File: config.mk
export PLATFORM = sky130hd
export DESIGN_NAME = radio_mac_frame_receiver_top
export DESIGN_NICKNAME = d
export VERILOG_FILES = /design/src/design/rmfr_pkg.sv /design/src/design/radio_mac_frame_receiver_top.sv /design/src/design/rmfr_crc.sv /design/src/design/rmfr_ring.sv
export SDC_FILE = /design/constraint.sdc
export NUM_CORES = 1
export LEC_CHECK = 0
export ABC_AREA = 1
export BUFFER_PORTS_ARGS = -buffer_cell sky130_fd_sc_hd__buf_2
export CAP_MARGIN = 20
export CORE_MARGIN = 1
export CORE_UTILIZATION = 46
export DETAILED_ROUTE_END_ITERATION = 7
export GPL_TIMING_DRIVEN = 0
export HOLD_SLACK_MARGIN = 0.02
export PLACE_DENSITY = 0.71
export SLEW_MARGIN = 0
export SYNTH_ARGS = -nofsm -noshare
export SYNTH_HDL_FRONTEND = slang
export SYNTH_SLANG_ARGS = --single-unit
export TNS_END_PERCENT = 10
File: constraint.sdc
create_clock -name aclk -period 9.4 [get_ports aclk]
set_input_delay 1.41 -clock aclk [delete_from_list [all_inputs] [get_ports aclk]]
set_output_delay 1.41 -clock aclk [all_outputs]
set_load 0.005 [all_outputs]
File: src/design/rmfr_pkg.sv
// Package with shared types and constants of the frame receiver.
package rmfr_pkg;

    localparam int RingDepthDefault = 16;
    localparam logic [15:0] NoSender = 16'hffff;
    localparam logic [15:0] CrcPoly = 16'h8408;

    localparam logic [2:0] ST_OK = 3'd0;
    localparam logic [2:0] ST_BAD_CRC = 3'd1;
    localparam logic [2:0] ST_BAD_HDR = 3'd2;
    localparam logic [2:0] ST_WRONG_DST = 3'd3;
    localparam logic [2:0] ST_SUPPRESSED = 3'd4;

    localparam logic [2:0] REG_OWN_ADDRESS = 3'd0;
    localparam logic [2:0] REG_NO_ACK = 3'd1;
    localparam logic [2:0] REG_ACCEPT_INVALID = 3'd2;
    localparam logic [2:0] REG_PROMISCUOUS = 3'd3;
    localparam logic [2:0] REG_NO_BROADCAST = 3'd4;
    localparam logic [2:0] REG_TABLE_SIZE = 3'd5;
    localparam logic [2:0] REG_CRC_START = 3'd6;

    // Ring search request and answer between the top level and the ring unit.
    typedef struct packed {
        logic        start;
        logic [15:0] sender;
        logic [7:0]  seq;
    } ring_req_t;

    typedef struct packed {
        logic done;
        logic dup;
    } ring_rsp_t;

endpackage

File: src/design/radio_mac_frame_receiver_top.sv
// Top level of the radio MAC frame receiver: byte parser, decisions and result register.
//
// Channel   | Direction | Ports                       | Moves
// s_        | in        | s_valid, s_ready, s_rx_byte | one received byte per transfer
// m_        | out       | m_valid, m_ready, m_*       | one frame result per transfer
// cfg       | in        | APB psel..pready            | register writes and reads
//
// A byte that only enters the header does not stall the input; a byte that feeds the
// CRC holds s_ready low while the bit-serial CRC unit shifts it in one bit a cycle.
// At frame end the decision step (S_DEC) runs, then the move into the output
// register (S_OUT). A good frame with ACKs enabled also walks the duplicate
// ring, one entry a cycle; on a miss, pointers left over from a larger
// table_size are first brought below the size in use, then the pair is inserted.
// Reset is synchronous on aresetn and loads the ring with empty senders at once.
// A finished result waits in the output register while the next frame's bytes
// come in; the following result waits at frame end until the first is taken.
module radio_mac_frame_receiver_top import rmfr_pkg::*; #(
    parameter int RingDepth = RingDepthDefault
) (
    input  logic        aclk,
    input  logic        aresetn,
    input  logic        s_valid,
    output logic        s_ready,
    input  logic [7:0]  s_rx_byte,
    output logic        m_valid,
    input  logic        m_ready,
    output logic        m_frame_kind,
    output logic [2:0]  m_status,
    output logic [15:0] m_source_address,
    output logic [15:0] m_dest_address,
    output logic [7:0]  m_sequence_res,
    output logic        m_deliver,
    output logic        m_ack_due,
    output logic        m_duplicate,
    output logic [7:0]  m_payload_length,
    output logic        m_ack_for_me,
    input  logic        psel,
    input  logic        penable,
    input  logic        pwrite,
    input  logic [4:0]  paddr,
    input  logic [31:0] pwdata,
    output logic [31:0] prdata,
    output logic        pready
);
    typedef enum logic [3:0] {
        S_RUN  = 4'b0001,
        S_DEC  = 4'b0010,
        S_RING = 4'b0100,
        S_OUT  = 4'b1000
    } state_t;

    state_t state_reg, state_next;

    // Configuration registers.
    logic [15:0] own_reg, crc_start_reg;
    logic        no_ack_reg, acc_inv_reg, prom_reg, no_bc_reg;
    logic [4:0]  tsize_reg;
    logic        cfg_wr;

    assign pready = 1'b1;
    assign cfg_wr = psel && penable && pwrite;

    always_ff @(posedge aclk) begin
        if (!aresetn) begin
            own_reg <= '0;
            no_ack_reg <= 1'b0;
            acc_inv_reg <= 1'b0;
            prom_reg <= 1'b0;
            no_bc_reg <= 1'b0;
            tsize_reg <= 5'd16;
            crc_start_reg <= 16'hffff;
        end else if (cfg_wr) begin
            unique case (paddr[4:2])
                REG_OWN_ADDRESS:    own_reg <= pwdata[15:0];
                REG_NO_ACK:         no_ack_reg <= pwdata[0];
                REG_ACCEPT_INVALID: acc_inv_reg <= pwdata[0];
                REG_PROMISCUOUS:    prom_reg <= pwdata[0];
                REG_NO_BROADCAST:   no_bc_reg <= pwdata[0];
                REG_TABLE_SIZE:     tsize_reg <= pwdata[4:0];
                REG_CRC_START:      crc_start_reg <= pwdata[15:0];
                default: ;
            endcase
        end
    end

    always_comb begin
        unique case (paddr[4:2])
            REG_OWN_ADDRESS:    prdata = {16'd0, own_reg};
            REG_NO_ACK:         prdata = {31'd0, no_ack_reg};
            REG_ACCEPT_INVALID: prdata = {31'd0, acc_inv_reg};
            REG_PROMISCUOUS:    prdata = {31'd0, prom_reg};
            REG_NO_BROADCAST:   prdata = {31'd0, no_bc_reg};
            REG_TABLE_SIZE:     prdata = {27'd0, tsize_reg};
            REG_CRC_START:      prdata = {16'd0, crc_start_reg};
            default:            prdata = '0;
        endcase
    end

    // Frame parsing state.
    logic        recv_reg;
    logic [7:0]  cnt_reg, len_reg;
    logic [15:0] dly_reg;
    logic [7:0]  hdr_reg [5];
    logic        acc;
    logic        crc_load, crc_feed, crc_busy;
    logic [15:0] crc_val;
    ring_req_t   rreq;
    ring_rsp_t   rrsp;
    logic [7:0]  cnt_inc;

    rmfr_crc u_crc (
        .aclk(aclk), .aresetn(aresetn),
        .load(crc_load), .load_value(crc_start_reg),
        .feed(crc_feed), .feed_byte(dly_reg[15:8]),
        .busy(crc_busy), .crc(crc_val)
    );

    rmfr_ring #(.RingDepth(RingDepth)) u_ring (
        .aclk(aclk), .aresetn(aresetn), .table_size(tsize_reg),
        .req(rreq), .rsp(rrsp)
    );

    assign s_ready = (state_reg == S_RUN) && !crc_busy;
    assign acc = s_valid && s_ready;
    assign cnt_inc = cnt_reg + 8'd1;
    assign crc_load = acc && !recv_reg;
    assign crc_feed = acc && recv_reg && (cnt_reg >= 8'd2);

    // Result fields computed in the decision step.
    logic [2:0]  st;
    logic [15:0] src, dst;
    logic [7:0]  seq, plen;
    logic        dlv, ack, kind, forme, ringchk;
    logic [7:0]  L;

    assign L = len_reg;

    always_comb begin
        st = ST_OK; src = '0; dst = '0; seq = '0; plen = '0;
        dlv = 1'b1; ack = 1'b0; kind = 1'b0; forme = 1'b0; ringchk = 1'b0;
        if (L == 8'd3) begin
            kind = 1'b1;
            src = {hdr_reg[0], hdr_reg[1]};
            seq = hdr_reg[2];
            forme = (src == own_reg);
            dlv = 1'b0;
        end else begin
            if (L < 8'd7) begin
                st = ST_BAD_HDR;
            end else begin
                plen = L - 8'd7;
                if (dly_reg != crc_val) begin
                    st = ST_BAD_CRC;
                end else begin
                    src = {hdr_reg[0], hdr_reg[1]};
                    dst = {hdr_reg[2], hdr_reg[3]};
                    seq = hdr_reg[4];
                    if (dst != own_reg && dst != NoSender) st = ST_WRONG_DST;
                end
            end
            if (st == ST_BAD_CRC || st == ST_BAD_HDR) begin
                if (!acc_inv_reg || !prom_reg) dlv = 1'b0;
                else if (no_bc_reg) begin dlv = 1'b0; st = ST_SUPPRESSED; end
            end else if (st == ST_WRONG_DST) begin
                if (!prom_reg) dlv = 1'b0;
                else if (no_bc_reg) begin dlv = 1'b0; st = ST_SUPPRESSED; end
            end
            if (st == ST_OK && !no_ack_reg) begin
                ack = 1'b1;
                ringchk = 1'b1;
            end
        end
    end

    // Output register state.
    logic m_valid_reg;
    logic out_load;

    // Frame end: the last byte was taken and any CRC shifting is over.
    always_comb begin
        state_next = state_reg;
        rreq.start = 1'b0;
        rreq.sender = src;
        rreq.seq = seq;
        unique case (state_reg)
            S_RUN: begin
                if (acc && (!recv_reg ? (s_rx_byte == 8'd0) : (cnt_inc == len_reg))) begin
                    state_next = S_DEC;
                end
            end
            S_DEC: begin
                if (!crc_busy) begin
                    if (ringchk) begin
                        rreq.start = 1'b1;
                        state_next = S_RING;
                    end else begin
                        state_next = S_OUT;
                    end
                end
            end
            S_RING: if (rrsp.done) state_next = S_OUT;
            S_OUT: if (!m_valid_reg || m_ready) state_next = S_RUN;
            default: state_next = S_RUN;
        endcase
    end

    always_ff @(posedge aclk) begin
        if (!aresetn) begin
            state_reg <= S_RUN;
            recv_reg <= 1'b0;
            cnt_reg <= '0;
            len_reg <= '0;
            dly_reg <= '0;
            for (int i = 0; i < 5; i++) hdr_reg[i] <= '0;
        end else begin
            state_reg <= state_next;
            if (acc) begin
                if (!recv_reg) begin
                    len_reg <= s_rx_byte;
                    cnt_reg <= '0;
                    dly_reg <= '0;
                    recv_reg <= (s_rx_byte != 8'd0);
                end else begin
                    if (cnt_reg < 8'd5) hdr_reg[cnt_reg[2:0]] <= s_rx_byte;
                    dly_reg <= {dly_reg[7:0], s_rx_byte};
                    cnt_reg <= cnt_inc;
                    if (cnt_inc == len_reg) recv_reg <= 1'b0;
                end
            end
        end
    end

    // Output register, loaded once the decision (and any ring search) is done
    // and the previous result has been taken or is being taken.
    assign out_load = (state_reg == S_OUT) && (!m_valid_reg || m_ready);
    assign m_valid = m_valid_reg;

    always_ff @(posedge aclk) begin
        if (!aresetn) begin
            m_valid_reg <= 1'b0;
        end else if (out_load) begin
            m_valid_reg <= 1'b1;
        end else if (m_ready) begin
            m_valid_reg <= 1'b0;
        end
    end

    always_ff @(posedge aclk) begin
        if (out_load) begin
            m_frame_kind <= kind;
            m_status <= st;
            m_source_address <= src;
            m_dest_address <= dst;
            m_sequence_res <= seq;
            m_deliver <= (ringchk && rrsp.dup) ? 1'b0 : dlv;
            m_ack_due <= ack;
            m_duplicate <= ringchk && rrsp.dup;
            m_payload_length <= plen;
            m_ack_for_me <= forme;
        end
    end
endmodule

File: src/design/rmfr_crc.sv
// Bit-serial CRC-CCITT unit, one shift of the reflected polynomial per cycle.
module rmfr_crc import rmfr_pkg::*; (
    input  logic        aclk,
    input  logic        aresetn,
    input  logic        load,
    input  logic [15:0] load_value,
    input  logic        feed,
    input  logic [7:0]  feed_byte,
    output logic        busy,
    output logic [15:0] crc
);
    logic [15:0] crc_reg, crc_next;
    logic [2:0]  cnt_reg, cnt_next;
    logic        busy_reg, busy_next;
    logic [15:0] mixed;

    assign crc = crc_reg;
    assign busy = busy_reg;

    always_comb begin
        crc_next = crc_reg;
        cnt_next = cnt_reg;
        busy_next = busy_reg;
        mixed = crc_reg ^ {8'd0, feed_byte};
        if (load) begin
            crc_next = load_value;
            busy_next = 1'b0;
        end else if (feed) begin
            // The byte is mixed in and the first shift done at once.
            crc_next = mixed[0] ? ((mixed >> 1) ^ CrcPoly) : (mixed >> 1);
            cnt_next = 3'd1;
            busy_next = 1'b1;
        end else if (busy_reg) begin
            crc_next = crc_reg[0] ? ((crc_reg >> 1) ^ CrcPoly) : (crc_reg >> 1);
            cnt_next = cnt_reg + 3'd1;
            if (cnt_reg == 3'd7) begin
                busy_next = 1'b0;
            end
        end
    end

    always_ff @(posedge aclk) begin
        if (!aresetn) begin
            crc_reg <= 16'hffff;
            cnt_reg <= '0;
            busy_reg <= 1'b0;
        end else begin
            crc_reg <= crc_next;
            cnt_reg <= cnt_next;
            busy_reg <= busy_next;
        end
    end
endmodule

File: src/design/rmfr_ring.sv
// Duplicate-suppression ring with a sequential one-entry-per-cycle search.
module rmfr_ring import rmfr_pkg::*; #(
    parameter int RingDepth = RingDepthDefault
) (
    input  logic        aclk,
    input  logic        aresetn,
    input  logic [4:0]  table_size,
    input  ring_req_t   req,
    output ring_rsp_t   rsp
);
    localparam int IW = (RingDepth > 1) ? $clog2(RingDepth) : 1;
    localparam int CW = $clog2(RingDepth + 1);

    typedef enum logic [3:0] {
        R_IDLE = 4'b0001,
        R_SCAN = 4'b0010,
        R_MOD  = 4'b0100,
        R_INS  = 4'b1000
    } rstate_t;

    rstate_t state_reg, state_next;
    logic [15:0] snd_reg [RingDepth];
    logic [7:0]  sq_reg [RingDepth];
    logic [CW-1:0] idx_reg, idx_next;
    logic [CW-1:0] old_reg, old_next, new_reg, new_next;
    logic [15:0] key_snd_reg;
    logic [7:0]  key_sq_reg;
    logic [CW-1:0] size_use;
    logic [CW-1:0] n_inc;
    logic        wr_en;
    logic [IW-1:0] wr_idx;
    logic        done_reg, dup_reg, done_next, dup_next;
    logic [15:0] cur_snd;
    logic [7:0]  cur_sq;

    assign rsp.done = done_reg;
    assign rsp.dup = dup_reg;

    always_comb begin
        if (table_size == 5'd0) begin
            size_use = CW'(1);
        end else if (32'(table_size) > RingDepth) begin
            size_use = CW'(RingDepth);
        end else begin
            size_use = CW'(table_size);
        end
        n_inc = (new_reg + CW'(1) == size_use) ? '0 : new_reg + CW'(1);
        cur_snd = snd_reg[idx_reg[IW-1:0]];
        cur_sq = sq_reg[idx_reg[IW-1:0]];
    end

    always_comb begin
        state_next = state_reg;
        idx_next = idx_reg;
        old_next = old_reg;
        new_next = new_reg;
        wr_en = 1'b0;
        wr_idx = '0;
        done_next = 1'b0;
        dup_next = dup_reg;
        unique case (state_reg)
            R_IDLE: begin
                if (req.start) begin
                    idx_next = '0;
                    state_next = R_SCAN;
                end
            end
            R_SCAN: begin
                if (cur_snd != NoSender && cur_snd == key_snd_reg) begin
                    dup_next = (cur_sq == key_sq_reg);
                    wr_en = !(cur_sq == key_sq_reg);
                    wr_idx = idx_reg[IW-1:0];
                    done_next = 1'b1;
                    state_next = R_IDLE;
                end else if (idx_reg + CW'(1) >= size_use) begin
                    state_next = R_MOD;
                end else begin
                    idx_next = idx_reg + CW'(1);
                end
            end
            R_MOD: begin
                // Pointers left over from a larger table size are brought
                // below the size in use by one subtraction per cycle.
                if (old_reg >= size_use) begin
                    old_next = old_reg - size_use;
                end else if (new_reg >= size_use) begin
                    new_next = new_reg - size_use;
                end else begin
                    state_next = R_INS;
                end
            end
            R_INS: begin
                dup_next = 1'b0;
                wr_en = 1'b1;
                done_next = 1'b1;
                state_next = R_IDLE;
                if (n_inc == old_reg) begin
                    wr_idx = old_reg[IW-1:0];
                    old_next = (old_reg + CW'(1) == size_use) ? '0 : old_reg + CW'(1);
                end else begin
                    wr_idx = n_inc[IW-1:0];
                    new_next = n_inc;
                end
            end
            default: state_next = R_IDLE;
        endcase
    end

    always_ff @(posedge aclk) begin
        if (!aresetn) begin
            state_reg <= R_IDLE;
            old_reg <= '0;
            new_reg <= '0;
            idx_reg <= '0;
            done_reg <= 1'b0;
            dup_reg <= 1'b0;
            for (int i = 0; i < RingDepth; i++) begin
                snd_reg[i] <= NoSender;
                sq_reg[i] <= '0;
            end
        end else begin
            state_reg <= state_next;
            old_reg <= old_next;
            new_reg <= new_next;
            idx_reg <= idx_next;
            done_reg <= done_next;
            dup_reg <= dup_next;
            if (wr_en) begin
                snd_reg[wr_idx] <= key_snd_reg;
                sq_reg[wr_idx] <= key_sq_reg;
            end
        end
    end

    always_ff @(posedge aclk) begin
        if (req.start) begin
            key_snd_reg <= req.sender;
            key_sq_reg <= req.seq;
        end
    end
endmodule

After elaboration in Yosys (flattened, before gate mapping)
Memories as Yosys holds them, arrays and structs flattened. A register that Yosys moved wholly into a read port is not among the register bits. Index checks and enable logic that the tools add are counted.

Bitwise gates (word level): 6. Eq/ne operators: 45. Muxes and demuxes: 103. Order comparisons: 7. Add/subtract/negate cells: 8. Reduce and logical (&&, ||, !) cells: 56.

Operators by type and width (number): $mux 16 (10); $pmux 16 s7 (1); $mux 4 (18); $mux 5 (12); $mux 8 (6); $mux 1 (34); $eq 16x16->1 (2); $ne 16x16->1 (2); $ne 16x16->1 const B (2); $mux 3 (10); $pmux 5 s2 (3); $reduce_and 2->1 (10); $eq 8x8->1 (2); $lt 8x3->1 const B (2); $ne 2x2->1 const B (8); $pmux 4 s4 (1); $reduce_and 4->1 (4); $reduce_or 16->1 (1); $reduce_or 8->1 (2); $xor 16x8->16 (1); $add 5x1->5 const B (3); $eq 5x5->1 (3); $ge 5x5->1 (3); $logic_and 1x1->1 (13); other kinds (33) (72).

Output and inout bits: 91. Input bits: 52. Logic and storage cells: 262. Memories: 3. Bits in writable memories: 424. Register bits after elaboration: 200.

Memories: u_ring.snd_reg (words 16, width 16, rd ports 1, clocked after memory_dff 1, write ports 16, RTL line rmfr_ring.sv:22) `logic [15:0] snd_reg [RingDepth];`; u_ring.sq_reg (words 16, width 8, rd ports 1, clocked after memory_dff 1, write ports 16, RTL line rmfr_ring.sv:23) `logic [7:0] sq_reg [RingDepth];`; hdr_reg (words 5, width 8, rd ports 5, clocked after memory_dff 0, write ports 5, RTL line radio_mac_frame_receiver_top.sv:103) `logic [7:0] hdr_reg [5];`.

Longest topological paths before layout
An unclocked memory read counts as a cell.

Word-level depth: 23. Depth in mapped cells: 25. Depth with buffers taken out: 20.

By module
From an unflattened synthesis, not the netlist that was laid out.

Cells, all modules: 3424. Area total of the unflattened synthesis: 30783.3 um^2.

Modules (own cells, without submodules): rmfr_ring (instances 1, cells each 2243, sequential area each 12752.2 um^2, area each 21257.9 um^2); radio_mac_frame_receiver_top (instances 1, cells each 1023, sequential area each 4464.3 um^2, area each 8413.1 um^2); rmfr_crc (instances 1, cells each 158, sequential area each 400.4 um^2, area each 1112.3 um^2).

Worst setup path before layout
OpenSTA, ideal clock, no wires.

Path type: input to register. Start: input port m_ready. End: register m_ack_due, enable pin. Data required time: 8.792 ns. Stages: 2. Slack: 2.013 ns. Setup time: 0.608 ns. Path buffers: 0. Data arrival time: 6.778 ns. Cell sequence: nor2_1 nor4_1.

Longest elaborated chain between the ends: 2.

Ends and longest elaborated chain: from (decl) (RTL line radio_mac_frame_receiver_top.sv:26) `input logic m_ready,`; $logic_or 1x1->1 (RTL line radio_mac_frame_receiver_top.sv:235) `assign out_load = (state_reg == S_OUT) && (!m_valid_reg || m_ready);`; $logic_and 1x1->1 (RTL line radio_mac_frame_receiver_top.sv:235); named net out_load (RTL line radio_mac_frame_receiver_top.sv:177) `logic out_load;`; to (signal assigned) (RTL line radio_mac_frame_receiver_top.sv:256) `m_ack_due <= ack;`; to (decl) (RTL line radio_mac_frame_receiver_top.sv:33) `output logic m_ack_due,`.

The timed path passes the listed nets, and every way through them passes these cells. A chain may end at the register's enable or synchronous reset.

==> flow_summary_export.csv <==
group,metric,value,unit
layout,nets,3582,
min_path,hold_end,"u_crc.cnt_reg[1]$_SDFFE_PN0P_",
detailed_routing,detail_route.vias_per_cell,5.700,
layout,drive_gt1_frac,0.1058,
critical_path,r2r_slack,4.10,ns
pwr,power_frac_clock,0.378,
pwr,ir_drop,0.1491,mV
critical_path,reg2reg_depth,18,
global_route,groute.usage.overall,0.2867,
global_route,antenna_found_initial,0,
pwr,switchingPower,1.988,mW
sta,hold_violations,0,
pwr,p_leak,13.45,nW
cts,cts.sinks,628,
synthesis,syn_inst,3292,
critical_path,crit_type,"reg -> reg",
pwr,power_frac_seq,0.458,
min_path,min_path_type,"reg -> reg",
placed_design,hpwlAfterDp,67800,um
placed_design,gp_routability_congestion,0.9530,
detailed_routing,wire_per_inst,21.93,um
die,fp-row-count,93,
placed_design,dpl_worst_slack,4.017,ns
layout,diodes,0,
layout,final_common_cell,"nand2_1",
critical_path,slowest_delay,0.63,ns
synthesis,syn_area,0.03018,mm2
detailed_routing,drt_iter0_markers,3316,
global_route,grt_max_degree,25,
cts,cts_buffer_depth,3,
cts,post_cts_buffers,0,
cts,cts_buffers,66,
synthesis,syn_area_per_cell,9.166,um2
sta,layout_min_cycle_time,5.303,ns
synthesis,ys_ff_latch,628,
sta,hold-worst-slack,0.4745,ns
critical_path,cp.arrival,5.40,ns
sta,finalCritPeriodShare,0.5642,
synthesis,synth_top_area_cell,"edfxtp_1",
sta,setup_viol,0,
pwr,p_sw_frac,0.2869,
detailed_routing,drc,0,
synthesis,synth.top_cells.by_area,"edfxtp_1 (50%), dfxtp_1 (8.2%), nand2_1 (8.2%)",
detailed_routing,route.vias.total,25090,
die,core_area,0.06458,mm2
die,die_h,258.1,um
cts,clkLatencyLatePin,0.62,ns
critical_path,crit_path_end_kind,"flip-flop",
detailed_routing,drt-pass1-iter-count,6,
critical_path,critPathBufInv,6,
die,die_w,258.1,um
sta,relSlewSlack,0.2582,
sta,drv_slew,0,
critical_path,path_max_fanout,24,
pwr,power_density,201.5,mW/mm2
status,status,"complete, no violations",
critical_path,critPathMostFrequentCell,"nand2_1",
placed_design,placed_cell_area,0.03220,mm2
layout,final_cell_mix,"nand2_1 (660), edfxtp_1 (504), nand3_1 (491)",
layout,fin_area,0.03438,mm2
layout,area_delta_synth_final,13.94,%
cts,post_cts_resized,0,
sta,fin_skew,0.02445,ns
synthesis,synth.top_cell.area_share,0.5016,
cts,cts-htree-levels,3,
pwr,finalPower,6.929,mW
die,fp.dieArea,0.06663,mm2
critical_path,crit_slowest_cell,"nand2_1",
sta,grt_setup_unrepaired,"false",
synthesis,async_flop_share,0,
detailed_routing,drt-total-wl,96510,um
cts,path_clk_slew,0.06,ns
synthesis,synth_edf_count,504,
pwr,comb_power_share,0.164,
detailed_routing,postRouteAntennaNets,0,
min_path,hp-start,"u_crc.cnt_reg[1]$_SDFFE_PN0P_",
global_route,grt_pass1_wl,143200,um
global_route,grt-ovfl-total,0,
die,pin_count,143,
placed_design,port_buffers,107,
sta,worst_pin_slew,1.110,ns
synthesis,synth_top_flop_cell,"edfxtp_1",
layout,largest_reg_flops,256,
cts,cts_root_buffer,"clkbuf_16",
synthesis,synth.yosys.seq_area_share,0.5838,
critical_path,required,9.50,ns
global_route,grt_pass1_vias,23670,
pwr,internal_power,4.942,mW
cts,tritoncts,"yes",
critical_path,crit_chain,"inv_1, buf_2, clkbuf_1, clkbuf_1, o21ai_0, o211ai_1, nand3_1, nand2_1, nand2_1, nand2_1, nand2_1, nor2_1, nand3_1, nand3_4, inv_4, buf_6, nand3_4, nand2_1",
critical_path,startpoint_type,"flip-flop",
critical_path,r2r_end,"u_ring.sq_reg[9][7]$_SDFFCE_PN0P_",
synthesis,synth.distinct_cells,49,
sta,fin_ws,4.097,ns
critical_path,critPathTopFamily,"simple AND/OR/NAND/NOR gates",
synthesis,yosysWarnings,0,
min_path,min_path_cells,2,
die,initial_core_util,0.4672,
job,maxCapViolCount,0,
sta,maxClockFrequency,188.6,MHz
cts,holdBufCountCts,0,
[synth_stat cells (3+ instances only)]
| cell | n |
|---|---|
| a22o_1 | 5 |
| a211oi_1 | 4 |
| xor2_1 | 29 |
| xnor2_1 | 45 |
| edfxtp_1 | 504 |
| nand2_2 | 7 |
| buf_4 | 29 |
| o211ai_1 | 39 |
| buf_1 | 17 |
| buf_6 | 7 |
| nand3_1 | 491 |
| inv_1 | 245 |
| a221oi_1 | 4 |
| nand4_1 | 24 |
| nor2_1 | 486 |
| inv_2 | 4 |
| a31oi_1 | 3 |
| clkbuf_1 | 92 |
| ha_1 | 24 |
| a21oi_1 | 103 |
| nand3_4 | 12 |
| clkinv_1 | 27 |
| nor2_4 | 9 |
| buf_2 | 63 |
| nor3_1 | 23 |
| o21ai_1 | 10 |
| or2_2 | 3 |
| nand3_2 | 12 |
| dfxtp_1 | 124 |
| o221ai_1 | 9 |
| nand2_1 | 660 |
| nor4_1 | 11 |
| o21ai_0 | 148 |
[cell type report]
type | count | area (um2)
repair buffers | 129 | 978.4
fillers | 5748 | 30200
multi-input cells | 2194 | 10560
inverters | 277 | 1042
clock inverters | 30 | 287.8
flip-flops and latches | 628 | 17620
plain buffers | 208 | 1021
well taps | 855 | 1070
clock buffers | 80 | 1808
[worst min-delay path, delay by kind of cell, from the launching register on]
| kind | cells | cell delay (ns) |
|---|---|---|
| AO/OA/AOI/OAI | 1 | 0.05 |
| flip-flops | 1 | 0.32 |
| AND/OR/NAND/NOR | 1 | 0.06 |
[cells by family (layout without fill, tap and decap cells)]
family	count (synthesis)	after routing	synth area share
simple gates	1741	1741	0.2521
other cells	2	17	0.0002489
buf+inv	485	724	0.06838
xor+xnor	74	74	0.02148
flops	628	628	0.5838
fa+ha+maj	26	26	0.01128
compound gates	336	336	0.06269
[how the worst max path moves through the flow]
stage,depth (start not counted),to,slack [ns],from
after floorplan,2,m_ack_due$_DFFE_PP_,2.01,m_ready
after global placement,3,m_payload_length[0]$_SDFFCE_PP0P_,-1.16,m_ready
after detailed placement,18,u_ring.snd_reg[7][5]$_SDFFCE_PN1P_,4.02,flip-flop
after CTS,18,u_ring.snd_reg[7][12]$_SDFFCE_PN1P_,3.95,flip-flop
after global routing,18,u_ring.sq_reg[9][7]$_SDFFCE_PN0P_,3.92,flip-flop
final,18,u_ring.sq_reg[9][7]$_SDFFCE_PN0P_,4.10,flip-flop
[metrics by stage]
stage / utilization / cells / setup TNS (ns)
after detailed placement: 0.4986 / 4287 / 0
after global placement: 0.4930 / 4269 / -64.45
after global routing: 0.5324 / 4401 / 0
final: 0.5324 / 4401 / 0
after CTS: 0.5310 / 4397 / 0
after floorplan: - / 3307 / 0
[metal layers]
metal	part of all wire	routed length, um	vias to the layer above	track usage
met5	0	0	-	0
met4	0.041	3949	0	0.1229
met3	0.12	11510	264	0.06223
met2	0.47	45240	1671	0.4669
met1	0.37	35810	11660	0.3689
li1	-	-	11490	-
[power groups by stage]
stage / Clock (mW) / Combinational (mW) / Sequential (mW)
2_1_floorplan: 0 / 0.709 / 3.22
3_3_place_gp: 0 / 1.06 / 3.24
3_5_place_dp: 0 / 1.09 / 3.23
4_1_cts: 2.61 / 1.10 / 3.18
5_1_grt: 2.71 / 1.23 / 3.19
6_report: 2.62 / 1.14 / 3.18
(Power assumes the default switching activity.)
